## src/hdl/ppss_pkg.sv

```systemverilog
// Types, constants and a helper function of the power source selector.
`timescale 1ns / 1ps

package ppss_pkg;

    localparam int S_DATA_W = 56;
    localparam int M_DATA_W = 24;
    localparam int CFG_IDX_W = 3;
    localparam int CFG_DATA_W = 5;

    // Register indexes of the configuration port.
    localparam logic [CFG_IDX_W-1:0] REG_ICON_POLICY = 3'd0;
    localparam logic [CFG_IDX_W-1:0] REG_CHARGING    = 3'd1;
    localparam logic [CFG_IDX_W-1:0] REG_DISCHARGING = 3'd2;
    localparam logic [CFG_IDX_W-1:0] REG_BATTERY     = 3'd3;
    localparam logic [CFG_IDX_W-1:0] REG_UPS         = 3'd4;
    localparam logic [CFG_IDX_W-1:0] REG_LINE_POWER  = 3'd5;

    // Icon policy codes.
    localparam logic [1:0] POLICY_PRESENT = 2'd0;
    localparam logic [1:0] POLICY_ACTIVE  = 2'd1;
    localparam logic [1:0] POLICY_NEVER   = 2'd2;

    // Kind weights used by the ranking.
    localparam logic [1:0] WEIGHT_LINE    = 2'd0;
    localparam logic [1:0] WEIGHT_OTHER   = 2'd1;
    localparam logic [1:0] WEIGHT_BATTERY = 2'd2;

    localparam logic [6:0] LEVEL_MAX   = 7'd100;
    localparam logic [15:0] LEVEL_HALF = 16'd128;

    typedef struct packed {
        logic [1:0] icon_policy;
        logic [3:0] charging_code;
        logic [3:0] discharging_code;
        logic [4:0] battery_kind_code;
        logic [4:0] ups_kind_code;
        logic [4:0] line_power_kind_code;
    } cfg_t;

    localparam cfg_t CFG_RESET = '{
        icon_policy:          2'd0,
        charging_code:        4'd1,
        discharging_code:     4'd2,
        battery_kind_code:    5'd2,
        ups_kind_code:        5'd3,
        line_power_kind_code: 5'd1
    };

    typedef struct packed {
        logic [14:0] level;
        logic [31:0] time_est;
        logic [4:0]  kind;
        logic [3:0]  state;
    } dev_t;

    typedef struct packed {
        logic       primary_valid;
        logic [3:0] primary_index;
        logic [6:0] level_percent;
        logic       icon_visible;
        logic [4:0] battery_count;
        logic [4:0] active_count;
    } result_t;

    function automatic logic [1:0] kind_weight(input logic [4:0] kind, input cfg_t cfg);
        logic [1:0] w;
        if (kind == cfg.line_power_kind_code) begin
            w = WEIGHT_LINE;
        end else if (kind == cfg.battery_kind_code) begin
            w = WEIGHT_BATTERY;
        end else begin
            w = WEIGHT_OTHER;
        end
        return w;
    endfunction

endpackage

```

## src/hdl/ppss_rank.sv

```systemverilog
// Comparator that tells whether a new device record ranks ahead of the held one.
`timescale 1ns / 1ps

module ppss_rank (
    input  ppss_pkg::cfg_t cfg,
    input  ppss_pkg::dev_t new_dev,
    input  ppss_pkg::dev_t held_dev,
    output logic           ahead
);
    import ppss_pkg::*;

    logic       nd, hd, nc, hc;
    logic       n_known, h_known;
    logic [1:0] wn, wh;

    assign nd      = (new_dev.state == cfg.discharging_code);
    assign hd      = (held_dev.state == cfg.discharging_code);
    assign nc      = (new_dev.state == cfg.charging_code);
    assign hc      = (held_dev.state == cfg.charging_code);
    assign n_known = (new_dev.time_est != 32'd0);
    assign h_known = (held_dev.time_est != 32'd0);
    assign wn      = kind_weight(new_dev.kind, cfg);
    assign wh      = kind_weight(held_dev.kind, cfg);

    // Discharging first, then charging with a known time, then weight and state.
    always_comb begin
        if (nd || hd) begin
            if (!nd) begin
                ahead = 1'b0;
            end else if (!hd) begin
                ahead = 1'b1;
            end else if (!n_known || !h_known) begin
                ahead = n_known;
            end else if (new_dev.time_est != held_dev.time_est) begin
                ahead = (new_dev.time_est < held_dev.time_est);
            end else begin
                ahead = (new_dev.level < held_dev.level);
            end
        end else if ((nc && n_known) || (hc && h_known)) begin
            if (!nc) begin
                ahead = 1'b0;
            end else if (!hc) begin
                ahead = 1'b1;
            end else if (!n_known || !h_known) begin
                ahead = n_known;
            end else if (new_dev.time_est != held_dev.time_est) begin
                ahead = (new_dev.time_est > held_dev.time_est);
            end else begin
                ahead = (new_dev.level < held_dev.level);
            end
        end else if (wn != wh) begin
            ahead = (wn > wh);
        end else begin
            ahead = (new_dev.state < held_dev.state);
        end
    end

endmodule

```

## src/hdl/ppss_track.sv

```systemverilog
// Running list state: best device so far, tallies and the end-of-list result.
`timescale 1ns / 1ps

module ppss_track #(
    parameter int MAX_DEVICES = 16
) (
    input  logic              aclk,
    input  logic              aresetn,
    input  ppss_pkg::cfg_t    cfg,
    input  logic              step,
    input  logic              present,
    input  logic              last,
    input  ppss_pkg::dev_t    dev,
    output ppss_pkg::result_t result
);
    import ppss_pkg::*;

    localparam int PW  = $clog2(MAX_DEVICES + 1);
    localparam int BPW = (MAX_DEVICES > 1) ? $clog2(MAX_DEVICES) : 1;

    logic           have_reg, have_next, have_upd;
    logic [BPW-1:0] best_pos_reg, best_pos_next, best_pos_upd;
    dev_t           best_reg, best_next, best_upd;
    logic [PW-1:0]  pos_reg, pos_next, pos_upd;
    logic [PW-1:0]  batt_reg, batt_next, batt_upd;
    logic [PW-1:0]  act_reg, act_next, act_upd;

    logic           ahead;
    logic           take;
    logic           is_batt, is_active;
    logic [15:0]    level_round;
    logic [7:0]     level_full;
    logic [BPW+3:0] pos_ext;
    logic [PW+4:0]  batt_ext, act_ext;

    ppss_rank u_rank (
        .cfg      (cfg),
        .new_dev  (dev),
        .held_dev (best_reg),
        .ahead    (ahead)
    );

    // Update of the list state for the current beat.
    assign take      = present && (pos_reg < PW'(MAX_DEVICES));
    assign is_batt   = (dev.kind == cfg.battery_kind_code) || (dev.kind == cfg.ups_kind_code);
    assign is_active = (dev.state == cfg.charging_code) || (dev.state == cfg.discharging_code);

    always_comb begin
        have_upd     = have_reg;
        best_pos_upd = best_pos_reg;
        best_upd     = best_reg;
        pos_upd      = pos_reg;
        batt_upd     = batt_reg;
        act_upd      = act_reg;
        if (take) begin
            if (!have_reg || ahead) begin
                have_upd     = 1'b1;
                best_pos_upd = pos_reg[BPW-1:0];
                best_upd     = dev;
            end
            if (is_batt) begin
                batt_upd = batt_reg + 1'b1;
                if (is_active) begin
                    act_upd = act_reg + 1'b1;
                end
            end
            pos_upd = pos_reg + 1'b1;
        end
    end

    // The last beat of a list clears the state after forming the result.
    always_comb begin
        have_next     = have_reg;
        best_pos_next = best_pos_reg;
        best_next     = best_reg;
        pos_next      = pos_reg;
        batt_next     = batt_reg;
        act_next      = act_reg;
        if (step) begin
            if (last) begin
                have_next     = 1'b0;
                best_pos_next = '0;
                best_next     = '0;
                pos_next      = '0;
                batt_next     = '0;
                act_next      = '0;
            end else begin
                have_next     = have_upd;
                best_pos_next = best_pos_upd;
                best_next     = best_upd;
                pos_next      = pos_upd;
                batt_next     = batt_upd;
                act_next      = act_upd;
            end
        end
    end

    always_ff @(posedge aclk) begin
        if (!aresetn) begin
            have_reg     <= 1'b0;
            best_pos_reg <= '0;
            best_reg     <= '0;
            pos_reg      <= '0;
            batt_reg     <= '0;
            act_reg      <= '0;
        end else begin
            have_reg     <= have_next;
            best_pos_reg <= best_pos_next;
            best_reg     <= best_next;
            pos_reg      <= pos_next;
            batt_reg     <= batt_next;
            act_reg      <= act_next;
        end
    end

    // Result fields from the updated state.
    assign level_round = {1'b0, best_upd.level} + LEVEL_HALF;
    assign level_full  = level_round[15:8];
    assign pos_ext     = {4'd0, best_pos_upd};
    assign batt_ext    = {5'd0, batt_upd};
    assign act_ext     = {5'd0, act_upd};

    always_comb begin
        result.primary_valid = have_upd;
        result.primary_index = have_upd ? pos_ext[3:0] : 4'd0;
        if (!have_upd) begin
            result.level_percent = 7'd0;
        end else if (level_full > {1'b0, LEVEL_MAX}) begin
            result.level_percent = LEVEL_MAX;
        end else begin
            result.level_percent = level_full[6:0];
        end
        case (cfg.icon_policy)
            POLICY_PRESENT: result.icon_visible = (batt_upd != '0);
            POLICY_ACTIVE:  result.icon_visible = (act_upd != '0);
            POLICY_NEVER:   result.icon_visible = 1'b0;
            default:        result.icon_visible = 1'b1;
        endcase
        result.battery_count = batt_ext[4:0];
        result.active_count  = act_ext[4:0];
    end

endmodule

```

## src/hdl/primary_power_source_select_unit.sv

```systemverilog
// Top level of the primary power source selector.
`timescale 1ns / 1ps
//
// Usage: device records arrive as beats on the s_ channel, one record per beat,
// and s_tlast marks the final beat of a device list. s_tuser says whether the
// beat carries a device; an empty beat with s_tlast still closes the list.
// Each list yields one result beat on the m_ channel with the primary device
// index, its charge rounded to whole percent, the icon visibility and tallies.
// Configuration is written through cfg_we, cfg_index and cfg_wdata while idle.
// The closing beat is held in the input register and its result is then captured in the
// result register, which presents the result beat on the m_ channel.
// Throughput: one beat per cycle unless a closing beat waits; the ranking compare against
// the held best device and the tally update fit between the input register and the state.
// When the m_ side stalls, the input register still takes beats that do not
// close a list; a closing beat waits in the input register until the result
// register frees, and s_tready stays low while it waits.
// Reset (aresetn low, synchronous) empties both registers, clears the list
// state and restores the configuration defaults.
//
module primary_power_source_select_unit #(
    parameter int MAX_DEVICES = 16
) (
    input  logic                              aclk,
    input  logic                              aresetn,
    input  logic                              s_tvalid,
    output logic                              s_tready,
    // state[3:0], kind[8:4], time_estimate[40:9], charge_level[55:41]
    input  logic [ppss_pkg::S_DATA_W-1:0]     s_tdata,
    // device_present[0]
    input  logic                              s_tuser,
    input  logic                              s_tlast,
    output logic                              m_tvalid,
    input  logic                              m_tready,
    // primary_index[3:0], level_percent[10:4], icon_visible[11],
    // battery_count[16:12], active_count[21:17], zero fill[23:22]
    output logic [ppss_pkg::M_DATA_W-1:0]     m_tdata,
    // primary_valid[0]
    output logic                              m_tuser,
    input  logic                              cfg_we,
    input  logic [ppss_pkg::CFG_IDX_W-1:0]    cfg_index,
    input  logic [ppss_pkg::CFG_DATA_W-1:0]   cfg_wdata
);
    import ppss_pkg::*;

    cfg_t    cfg_reg, cfg_next;
    logic    in_valid_reg, in_valid_next;
    logic    in_present_reg;
    logic    in_last_reg;
    dev_t    in_dev_reg;
    logic    out_valid_reg, out_valid_next;
    result_t out_reg;
    result_t result;
    logic    advance;

    // Configuration register writes.
    always_comb begin
        cfg_next = cfg_reg;
        if (cfg_we) begin
            unique case (cfg_index)
                REG_ICON_POLICY: cfg_next.icon_policy          = cfg_wdata[1:0];
                REG_CHARGING:    cfg_next.charging_code        = cfg_wdata[3:0];
                REG_DISCHARGING: cfg_next.discharging_code     = cfg_wdata[3:0];
                REG_BATTERY:     cfg_next.battery_kind_code    = cfg_wdata;
                REG_UPS:         cfg_next.ups_kind_code        = cfg_wdata;
                REG_LINE_POWER:  cfg_next.line_power_kind_code = cfg_wdata;
                default:         cfg_next = cfg_reg;
            endcase
        end
    end

    // A held beat moves on unless it closes a list while the result waits.
    assign advance  = in_valid_reg && !(in_last_reg && out_valid_reg && !m_tready);
    assign s_tready = !in_valid_reg || advance;

    always_comb begin
        in_valid_next = in_valid_reg;
        if (s_tvalid && s_tready) begin
            in_valid_next = 1'b1;
        end else if (advance) begin
            in_valid_next = 1'b0;
        end
    end

    always_comb begin
        out_valid_next = out_valid_reg;
        if (advance && in_last_reg) begin
            out_valid_next = 1'b1;
        end else if (m_tready) begin
            out_valid_next = 1'b0;
        end
    end

    ppss_track #(
        .MAX_DEVICES (MAX_DEVICES)
    ) u_track (
        .aclk    (aclk),
        .aresetn (aresetn),
        .cfg     (cfg_reg),
        .step    (advance),
        .present (in_present_reg),
        .last    (in_last_reg),
        .dev     (in_dev_reg),
        .result  (result)
    );

    // Control registers.
    always_ff @(posedge aclk) begin
        if (!aresetn) begin
            cfg_reg       <= CFG_RESET;
            in_valid_reg  <= 1'b0;
            out_valid_reg <= 1'b0;
        end else begin
            cfg_reg       <= cfg_next;
            in_valid_reg  <= in_valid_next;
            out_valid_reg <= out_valid_next;
        end
    end

    // Payload registers of the input and result stages.
    always_ff @(posedge aclk) begin
        if (s_tvalid && s_tready) begin
            in_present_reg <= s_tuser;
            in_last_reg    <= s_tlast;
            in_dev_reg     <= dev_t'(s_tdata);
        end
        if (advance && in_last_reg) begin
            out_reg <= result;
        end
    end

    assign m_tvalid = out_valid_reg;
    assign m_tuser  = out_reg.primary_valid;
    assign m_tdata  = {2'b00, out_reg.active_count, out_reg.battery_count,
                       out_reg.icon_visible, out_reg.level_percent, out_reg.primary_index};

endmodule

```

## config.mk

```make
export PLATFORM = sky130hd
export DESIGN_NAME = primary_power_source_select_unit
export DESIGN_NICKNAME = d
export VERILOG_FILES = /design/src/hdl/ppss_pkg.sv /design/src/hdl/ppss_rank.sv /design/src/hdl/ppss_track.sv /design/src/hdl/primary_power_source_select_unit.sv
export SDC_FILE = /design/constraint.sdc
export NUM_CORES = 1
export LEC_CHECK = 0
export BUFFER_PORTS_ARGS = -buffer_cell sky130_fd_sc_hd__clkbuf_2
export CORE_MARGIN = 8
export CORE_UTILIZATION = 40
export CTS_BUF_LIST = sky130_fd_sc_hd__clkbuf_4
export DETAILED_ROUTE_END_ITERATION = 6
export HOLD_SLACK_MARGIN = 0.03
export PLACE_DENSITY = 0.63
export SYNTH_ARGS = -nofsm -noshare
export SYNTH_HDL_FRONTEND = slang
export SYNTH_HIERARCHICAL = 1
export SYNTH_SLANG_ARGS = --single-unit
export TNS_END_PERCENT = 50
```

## constraint.sdc

```tcl
create_clock -name aclk -period 9.7 [get_ports aclk]
set_input_delay 0.485 -clock aclk [delete_from_list [all_inputs] [get_ports aclk]]
set_output_delay 0.485 -clock aclk [all_outputs]
set_load 0.02 [all_outputs]
```

==> results.tsv, run 1 <==
stage	metric	value	unit
logic_synthesis	Post-synth EDFFs	81	
setup_path	Crit. End Element	flip-flop	
setup_path	CP Max Fanout	12	
cts	CTS Hold Buffers Added	21	
outcome	status	finished clean	
logic_synthesis	asr flop ratio synth	0	%
placement	routability cong.	0.829	
logic_synthesis	Yosys reg bits	184	
power_and_ir_drop	Final Total Pwr	0.00143	W
grt	Most Used Layer, Global Route	met2	
grt	largest net degree at the start of global routing	108	
logic_synthesis	Gate Count Post-Synth	907	
setup_path	CP Launch Type	flip-flop	
cts	H-tree depth	4	
placement	IO buf count	95	
timing	Hold Fails Final Rpt	0	
timing	Max Fclk	216	MHz
job	max-cap violations	0	
grt	initial antenna violation count	1	
setup_path	CP arrival	4.98	ns
logic_synthesis	dominant cells by area after synthesis	edfxtp_1 (26%), dfxtp_1 (22%), ha_1 (7.3%)	
setup_path	crit path cell chain	ha_1, nand4_1, and4bb_2, nand3_1, a211oi_1, a21o_1, nand4_1, a21oi_2, nand2b_1, nand2_2, nand2_1, nand2_1, ha_1, o21a_1, or4_1, o211ai_2, nor3_2, o31a_1	
routing	drc violations	0	
floorplan	die area	28700	sq um
routing	wire length per cell	15.5	um
grt	global-route wire length before repair	33700	um
floorplan	IO Count	98	
power_and_ir_drop	internal power	0.00106	W
power_and_ir_drop	NetSw	0.000368	W
routing	drt total wl	20700	um
timing	period utilization	47.8	%
layout	NumNets Final	1133	
grt	M1 GR Usage	19.1	%
power_and_ir_drop	PwrDens	134	nW/um^2
cts	CTS tree	done	
floorplan	# rows	56	
setup_path	worst path required time	10.05	ns
grt	vias in the first global route	6724	
grt	GR Util All Layers	14.5	%
floorplan	Die Ht	169	um
layout	share of layout cells above drive strength 1	15.4	%
setup_path	Worst path top cell family by delay	simple AND/OR/NAND/NOR gates	
logic_synthesis	Post-Syn Area	9420	sq um
logic_synthesis	Most used DFF post-synth	dfxtp_1	
logic_synthesis	top cell type's share of synthesized area	25.8	%
timing	RSZ-0062 raised after global routing	false	
timing	fin crit period	4.64	ns
floorplan	Starting Density	40.5	%
logic_synthesis	top-count cell post-synth	dfxtp_1	
timing	clk_skew	0.0193	ns
timing	fin. max-slew vios	0	
setup_path	Buf+Inv Stages, Crit Path	0	
grt	met3 usage	2.86	%
routing	DR vias/cell	5.15	
layout	fillers	2252	
logic_synthesis	Avg Inst Size Synth	10.4	sq um
floorplan	die width	169	um
power_and_ir_drop	clock power share	28.8	%
grt	met2 usage in global routing	23.6	%
setup_path	Setup Crit Path Kind	flip-flop to flip-flop	
cts	Worst-Skew Late Latency	0.58	ns
cts	Clock Path Buffers	2	
power_and_ir_drop	sequential share of power	60.1	%
power_and_ir_drop	Leak	3.94	nW
grt	GRT overflow	0	
timing	final setup violation count	0	
setup_path	Critical Path Slowest Stage Cell	or4_1	
timing	relative slew slack	25.1	%
cts	# resized after CTS	0	
cts	CTS clk-pin slew, worst paths	0.15	ns
routing	DR vias	6903	
logic_synthesis	Cell variety after synth	72	
cts	CTS Buf Count	17	
setup_path	CP max stage delay	0.50	ns
logic_synthesis	commonest cells in the netlist	dfxtp_1 (103), edfxtp_1 (81), nor2b_1 (81)	
timing	setup TNS	0	ns
power_and_ir_drop	switching share of total power	25.7	%
logic_synthesis	Synth warnings	6	
routing	Iter 0 DRT Violations	331	
floorplan	core area	23300	sq um
logic_synthesis	Synth area leader	edfxtp_1	
power_and_ir_drop	Peak VDD IR	0.0729	mV
routing	First-pass DRT Iterations	5	
layout	synthesis-to-finish area growth	13.3	%
placement	hpwl dp	14300	um
logic_synthesis	register area share after synthesis	47.7	%
cts	clock sink count	184	
cts	Setup Fix Bufs, Post-CTS	0	
cts	Root Buffer	clkbuf_4	
power_and_ir_drop	logic gate share of total power	11.1	%
timing	Slew @ Worst Pin	1.11	ns
routing	Final ANT Viol Nets	0	
min_path	Worst Hold Class	primary input to flip-flop	
metal layers:
layer,share of wire [%],vias up
met5,0,-
met4,1.4,0
met3,4.3,16
met2,46,158
met1,48,3246
li1,-,3483
cells in the final DEF (no fill, tap or decap), types with 7 or more instances in the layout:
cell | Yosys | layout
dlygate4sd3_1 | 0 | 22
nand2b_1 | 8 | 8
nor2b_1 | 81 | 81
nor3_1 | 19 | 19
a22oi_1 | 58 | 58
xnor2_1 | 45 | 45
inv_1 | 56 | 56
mux2i_1 | 27 | 27
a21o_1 | 12 | 12
clkbuf_4 | 0 | 19
nand4_1 | 24 | 24
nor4_1 | 19 | 19
buf_4 | 4 | 7
a21oi_1 | 36 | 36
o21ai_0 | 13 | 13
clkbuf_2 | 0 | 95
nor2_1 | 22 | 20
dfxtp_1 | 103 | 103
xor2_1 | 27 | 27
nand2_1 | 58 | 58
o21a_1 | 7 | 7
ha_1 | 55 | 55
edfxtp_1 | 81 | 81
nand3_1 | 21 | 21
cell type report:
class	instances	area, sq um	area share, %
flip-flops and latches	184	4490	42.1
clock buffers	19	143	1.34
repair buffers	124	748	7.01
clock inverters	13	131	1.23
diodes	2	5.00	0.0469
inverters	56	210	1.97
multi-input cells	624	4540	42.5
well taps	319	399	3.74
power groups by stage:
stage | sequential (W) | clock (W) | combinational [W]
6_report | 0.000861 | 0.000412 | 0.000158
5_1_grt | 0.000865 | 0.000457 | 0.000178
4_1_cts | 0.000861 | 0.000431 | 0.000159
3_5_place_dp | 0.000878 | 0 | 0.000152
3_3_place_gp | 0.000878 | 0 | 0.000150
2_1_floorplan | 0.000873 | 0 | 0.000104
final timing paths:
| check | from | end | slack (ns) | depth (start not counted) |
|---|---|---|---|---|
| setup reg to reg | in_dev_reg[34]$_DFFE_PP_ | m_tdata[6]$_DFFE_PP_ | 5.06 | 18 |
| setup / recovery | in_dev_reg[34]$_DFFE_PP_ | m_tdata[6]$_DFFE_PP_ | 5.06 | 18 |
| hold reg to reg | cfg_reg[7]$_SDFFE_PN0P_ | cfg_reg[7]$_SDFFE_PN0P_ | 0.50 | 2 |
| hold / removal | s_tdata[26] | in_dev_reg[26]$_DFFE_PP_ | 0.08 | 1 |
stage by stage:
| step | utilization, % | area (sq um) | std cells | hold WS, ns | setup slack, ns |
|---|---|---|---|---|---|
| 2_1_floorplan | - | 9420 | 908 | 0.447 | 5.36 |
| 3_3_place_gp | 43.7 | 10200 | 1285 | 0.475 | 5.21 |
| 3_5_place_dp | 43.7 | 10200 | 1285 | 0.477 | 5.06 |
| 4_1_cts | 45.8 | 10700 | 1338 | 0.0300 | 5.03 |
| 5_1_grt | 45.9 | 10700 | 1341 | 0.0311 | 4.78 |
| 6_report | 45.9 | 10700 | 1341 | 0.0820 | 5.06 |
logic make-up after synthesis:
logic type / after synthesis / share of synthesized area [%]
buffers and inverters: 100 / 4.36
adders and majority gates: 55 / 7.31
DFF: 184 / 47.7
AOI/OAI and AO/OA: 171 / 12.6
muxes: 30 / 3.27
other: 1 / 0.0398
and+or+nand+nor: 294 / 18.0
xor gates and xnor gates: 72 / 6.70
Power figures use the tool's default switching activity.
==> run 2, diff against run 1 <==
PLACE_DENSITY = 0.65   (was 0.63)
clock period = 4 ns   (was 9.7 ns; I/O delays follow)
==> run 2 against run 1 <==
Net effect: the flow now finishes with violations (negative setup slack); die area is the same; utilization grew 5.9 points; final area grew 13%.
==> results.tsv, run 2 (synthesis gave the netlist of run 1 again) <==
stage	metric	value	unit
outcome	status	finished, violations left	
outcome	violated checks	negative setup slack	
timing	clk_skew	0.0242	ns
layout	final instance area	12000	sq um
timing	period utilization	103	%
routing	WL met1	10400	um
timing	Slew @ Worst Pin	1.08	ns
grt	GRT overflow	0	
layout	Final Non-Filler Cells	1475	
floorplan	die width	169	um
layout	fillers	2133	
setup_path	Setup Crit Path Kind	flip-flop to flip-flop	
routing	wire length per cell	15.7	um
power_and_ir_drop	Peak VDD IR	0.164	mV
power_and_ir_drop	Leak	4.66	nW
setup_path	worst path required time	4.33	ns
timing	fin. max-slew vios	0	
grt	global-route wire length before repair	37800	um
routing	Iter 0 DRT Violations	362	
floorplan	# rows	56	
placement	placed cell area	10800	sq um
power_and_ir_drop	PwrDens	315	nW/um^2
timing	RSZ-0062 raised after global routing	true	
timing	fin crit period	4.11	ns
floorplan	Die Ht	169	um
timing	final setup violation count	4	
routing	DR vias	7517	
cts	clock sink count	184	
cts	CTS tree	done	
placement	IO buf count	95	
routing	Final ANT Viol Nets	0	
routing	DR vias/cell	5.10	
timing	worst setup margin	-0.108	ns
cts	H-tree depth	4	
layout	share of layout cells above drive strength 1	23.5	%
setup_path	CP arrival	4.44	ns
placement	Inst Count DP	1365	
routing	drt total wl	23200	um
floorplan	core area	23300	sq um
timing	Max Fclk	243	MHz
setup_path	CP Launch Type	flip-flop	
cts	Clock Path Buffers	2	
layout	commonest non-fill, non-tap cell in the layout	dfxtp_1	
power_and_ir_drop	Final Total Pwr	0.00379	W
cts	CTS clk-pin slew, worst paths	0.15	ns
grt	GR Util All Layers	16.3	%
floorplan	die area	28700	sq um
min_path	Worst Hold Class	primary input to flip-flop	
timing	relative slew slack	27.2	%
routing	routed wl met3	1010	um
cts	Worst-Skew Late Latency	0.57	ns
grt	vias in the first global route	7581	
setup_path	Crit. End Element	flip-flop	
setup_path	CP Max Fanout	4	
grt	initial antenna violation count	1	
cts	Root Buffer	clkbuf_4	
timing	Hold Fails Final Rpt	0	
placement	hpwl dp	16300	um
cts	CTS Buf Count	17	
job	max-cap violations	0	
layout	NumNets Final	1268	
routing	highest metal used	met4	
floorplan	IO Count	98	
layout	synthesis-to-finish area growth	27.9	%
layout	most frequent cells in the layout	dfxtp_1 (102), clkbuf_2 (95), buf_4 (95)	
routing	met2 wire len	11600	um
grt	largest net degree at the start of global routing	55	
placement	routability cong.	0.904	
floorplan	Starting Density	40.5	%
routing	First-pass DRT Iterations	4	
routing	drc violations	0	
run 2: changes by cell type in the layout (fill, tap and decap cells not counted), moves of 3 or more:
| cell | previous run | this run |
|---|---|---|
| buf_4 | 7 | 95 |
| clkinv_4 | 4 | 1 |
| dlygate4sd3_1 | 22 | 68 |
| ha_1 | 55 | 51 |
| ha_4 | 0 | 4 |
| inv_6 | 0 | 7 |
| nor3_1 | 19 | 15 |
| nor3_2 | 1 | 4 |
run 2: worst max-delay path, stage by stage (launching register included):
cell      delay [ns]
edfxtp_1        0.51
xor2_1          0.20
nor3_1          0.19
nand3_1         0.12
nand2b_1        0.13
ha_4            0.21
nand2b_4        0.13
a21oi_2         0.10
a31oi_1         0.06
o21a_1          0.21
o32ai_2         0.27
a21oi_2         0.12
nor2b_2         0.20
nor2_4          0.06
nand2_1         0.08
nand2_2         0.08
ha_4            0.17
o21a_1          0.11
or4_4           0.53
o211ai_4        0.10
nor3_4          0.07
o31a_1          0.23
run 2: repair_timing:
| item | CTS | global route |
|---|---|---|
| hold buffers | 68 | 0 |
| endpoints found under the setup margin | 6 | 6 |
| hold endpoints to repair | 85 | 0 |
| pin swaps | 18 | 19 |
| gates cloned | 0 | 0 |
| buffers inserted | 9 | 0 |
| resized for setup | 13 | 12 |
run 2: metal layers:
metal	GRT usage (%)	vias up
met2	28.7	159
met4	4.16	0
met1	19.9	3609
met3	3.56	12
met5	0	-
li1	-	3737
run 2: report_power, final:
group	leakage (nW)	internal (W)	switching, W
clock network	0.180	0.000513	0.000680
registers	1.63	0.00203	0.0000526
logic	2.85	0.000268	0.000255
total	4.66	0.00281	0.000988
run 2: final timing paths:
path | start | endpoint | slack, ns | cells after the start
worst max-delay path | in_dev_reg[6]$_DFFE_PP_ | m_tdata[6]$_DFFE_PP_ | -0.11 | 21
worst min register to register | cfg_reg[8]$_SDFFE_PN0P_ | cfg_reg[8]$_SDFFE_PN0P_ | 0.49 | 2
worst max register to register | in_dev_reg[6]$_DFFE_PP_ | m_tdata[6]$_DFFE_PP_ | -0.11 | 21
worst min-delay path | cfg_index[2] | cfg_reg[17]$_SDFFE_PN0P_ | 0.11 | 3
run 2: stage by stage:
step	hold slack, ns	worst slack [ns]	setup TNS (ns)	util, %
6_report	0.109	-0.108	-0.191	51.8
5_1_grt	0.0614	-0.329	-1.60	51.8
4_1_cts	0.0496	-0.0784	-0.175	51.4
3_5_place_dp	0.379	-0.138	-0.431	46.4
3_3_place_gp	0.377	-0.0160	-0.0160	46.4
2_1_floorplan	0.299	-0.165	-0.228	-
run 2: area by class of cell:
| class | instances | area [sq um] | area share (%) |
|---|---|---|---|
| diodes | 1 | 2.50 | 0.0208 |
| clock buffers | 17 | 128 | 1.06 |
| clock inverters | 15 | 209 | 1.74 |
| inverters | 56 | 210 | 1.75 |
| multi-input cells | 624 | 4710 | 39.1 |
| flip-flops and latches | 184 | 4500 | 37.3 |
| well taps | 319 | 399 | 3.31 |
| repair buffers | 259 | 1890 | 15.7 |
==> run 3, diff against run 2 <==
ABC_AREA = 1   (was not set)
SLEW_MARGIN = 20   (was not set)
==> run 3 against run 2 <==
Net effect: fmax is 14% higher; utilization shrank 3.4 points; the flow now finishes without violations; largest cell class unchanged; final area fell by 2.3%; first-iteration DRC count grew 16%; die area rose by 4.7%.
==> results.tsv, run 3 <==
stage	metric	value	unit
grt	GRT overflow	0	
routing	First-pass DRT Iterations	5	
timing	Max Fclk	278	MHz
logic_synthesis	Most used DFF post-synth	dfxtp_1	
floorplan	die width	173	um
logic_synthesis	Cell variety after synth	46	
cts	H-tree depth	4	
grt	GR Util All Layers	15.5	%
logic_synthesis	top-count cell post-synth	nand2_1	
layout	NumNets Final	1520	
grt	initial antenna violation count	1	
logic_synthesis	asr flop ratio synth	0	%
routing	Final ANT Viol Nets	0	
timing	fin crit period	3.59	ns
floorplan	# rows	57	
cts	Root Buffer	clkbuf_4	
layout	synthesis-to-finish area growth	18.8	%
floorplan	Die Ht	173	um
placement	IO buf count	95	
cts	Worst-Skew Late Latency	0.56	ns
grt	vias in the first global route	8044	
timing	Slew @ Worst Pin	0.870	ns
timing	period utilization	89.8	%
logic_synthesis	Synth area leader	edfxtp_1	
grt	met2 usage in global routing	26.4	%
setup_path	CP Max Fanout	7	
routing	drt total wl	23600	um
floorplan	die area	30100	sq um
job	max-cap violations	0	
floorplan	Starting Density	40.7	%
cts	Clock Path Buffers	2	
logic_synthesis	Post-synth EDFFs	81	
timing	relative slew slack	41.9	%
logic_synthesis	Synth warnings	6	
floorplan	IO Count	98	
logic_synthesis	dominant cells by area after synthesis	edfxtp_1 (25%), dfxtp_1 (21%), nand2_1 (10%)	
power_and_ir_drop	Leak	4.94	nW
routing	drc violations	0	
timing	final setup violation count	0	
setup_path	Top cell by count, worst path	nand2_1	
grt	M1 GR Usage	19.6	%
power_and_ir_drop	PwrDens	317	nW/um^2
routing	wire length per cell	13.6	um
setup_path	CP Launch Type	flip-flop	
logic_synthesis	Gate Count Post-Synth	1235	
timing	setup TNS	0	ns
layout	most frequent cells in the layout	nand2_1 (273), inv_1 (165), nor2_1 (124)	
layout	commonest non-fill, non-tap cell in the layout	nand2_1	
floorplan	core area	24300	sq um
routing	Iter 0 DRT Violations	420	
cts	CTS clk-pin slew, worst paths	0.15	ns
routing	DR vias/cell	4.84	
min_path	Worst Hold Class	primary input to flip-flop	
placement	routability cong.	0.840	
setup_path	Setup Crit Path Kind	flip-flop to flip-flop	
timing	Hold Fails Final Rpt	0	
setup_path	Crit. End Element	flip-flop	
setup_path	CP arrival	3.91	ns
grt	Most Used Layer, Global Route	met2	
logic_synthesis	Post-Syn Area	9900	sq um
logic_synthesis	register area share after synthesis	45.4	%
layout	final instance area	11800	sq um
cts	clock sink count	184	
setup_path	Worst path top cell family by delay	simple AND/OR/NAND/NOR gates	
layout	fillers	2326	
placement	hpwl dp	16200	um
logic_synthesis	top cell type's share of synthesized area	24.6	%
routing	DR vias	8375	
logic_synthesis	commonest cells in the netlist	nand2_1 (275), inv_1 (166), nor2_1 (125)	
cts	CTS tree	done	
outcome	status	finished clean	
timing	fin. max-slew vios	0	
grt	global-route wire length before repair	39000	um
power_and_ir_drop	Final Total Pwr	0.00373	W
setup_path	Critical Path Slowest Stage Cell	edfxtp_1	
grt	met3 usage	3.20	%
logic_synthesis	Avg Inst Size Synth	8.02	sq um
cts	CTS Buf Count	17	
grt	largest net degree at the start of global routing	60	
setup_path	worst path required time	4.32	ns
layout	share of layout cells above drive strength 1	14.2	%
logic_synthesis	Yosys reg bits	184	
setup_path	Buf+Inv Stages, Crit Path	5	
timing	clk_skew	0.0276	ns
power_and_ir_drop	Peak VDD IR	0.183	mV
placement	placed cell area	10700	sq um
setup_path	CP max stage delay	0.50	ns
run 3: kinds of logic (layout without fill, tap and decap cells):
logic type,after synthesis,after routing,synth area share (%)
and+or+nand+nor,547,548,24.3
DFF,184,184,45.4
other,1,3,0.0379
AOI/OAI and AO/OA,182,182,10.8
xor gates and xnor gates,39,39,3.45
buffers and inverters,227,397,9.16
adders and majority gates,55,55,6.95
run 3: where the power goes:
group          switching, W  internal (W)
registers         0.0000611       0.00203
logic              0.000317      0.000221
clock network      0.000642      0.000456
run 3: per-stage QoR:
step                utilization, %  setup WS (ns)  hold slack [ns]  instances
floorplan                        -          0.569            0.299       1236
global placement              43.8          0.289            0.377       1619
detailed placement            43.8          0.186            0.379       1619
finish                        48.4          0.409            0.281       1732
global route                  48.4       -0.00391            0.272       1732
CTS                           48.0          0.136            0.235       1722
run 3: final timing paths:
check,startpoint,to,slack (ns),cells past startpoint
worst max-delay path,in_dev_reg[4]$_DFFE_PP_,m_tdata[6]$_DFFE_PP_,0.41,27
worst min-delay path,aresetn,cfg_reg[0]$_SDFFE_PN1P_,0.28,2
worst max register to register,in_dev_reg[4]$_DFFE_PP_,m_tdata[6]$_DFFE_PP_,0.41,27
worst min register to register,u_track/pos_reg[3]$_SDFFE_PN0P_,u_track/pos_reg[4]$_SDFFE_PN0P_,0.50,2
run 3: area by class of cell:
type	instances	area, sq um	area share, %
Sequential cell	184	4490	38.2
Timing Repair Buffer	183	1330	11.3
Clock buffer	20	150	1.28
Multi-Input combinational cell	826	4550	38.7
Tap cell	324	405	3.45
Inverter	182	687	5.84
Antenna cell	1	2.50	0.0213
Clock inverter	12	151	1.29
run 3: timing repair:
| action | CTS | global route |
|---|---|---|
| gates resized for setup | 0 | 7 |
| hold buffers | 71 | 0 |
| endpoints found under the setup margin | 0 | 13 |
| buffers inserted | 0 | 8 |
| hold endpoints to repair | 85 | 0 |
run 3: layer usage:
| metal | up-vias | wire length (um) |
|---|---|---|
| met5 | - | 0 |
| met4 | 0 | 346 |
| met3 | 18 | 1010 |
| met2 | 172 | 11200 |
| met1 | 3830 | 11000 |
| li1 | 4355 | - |
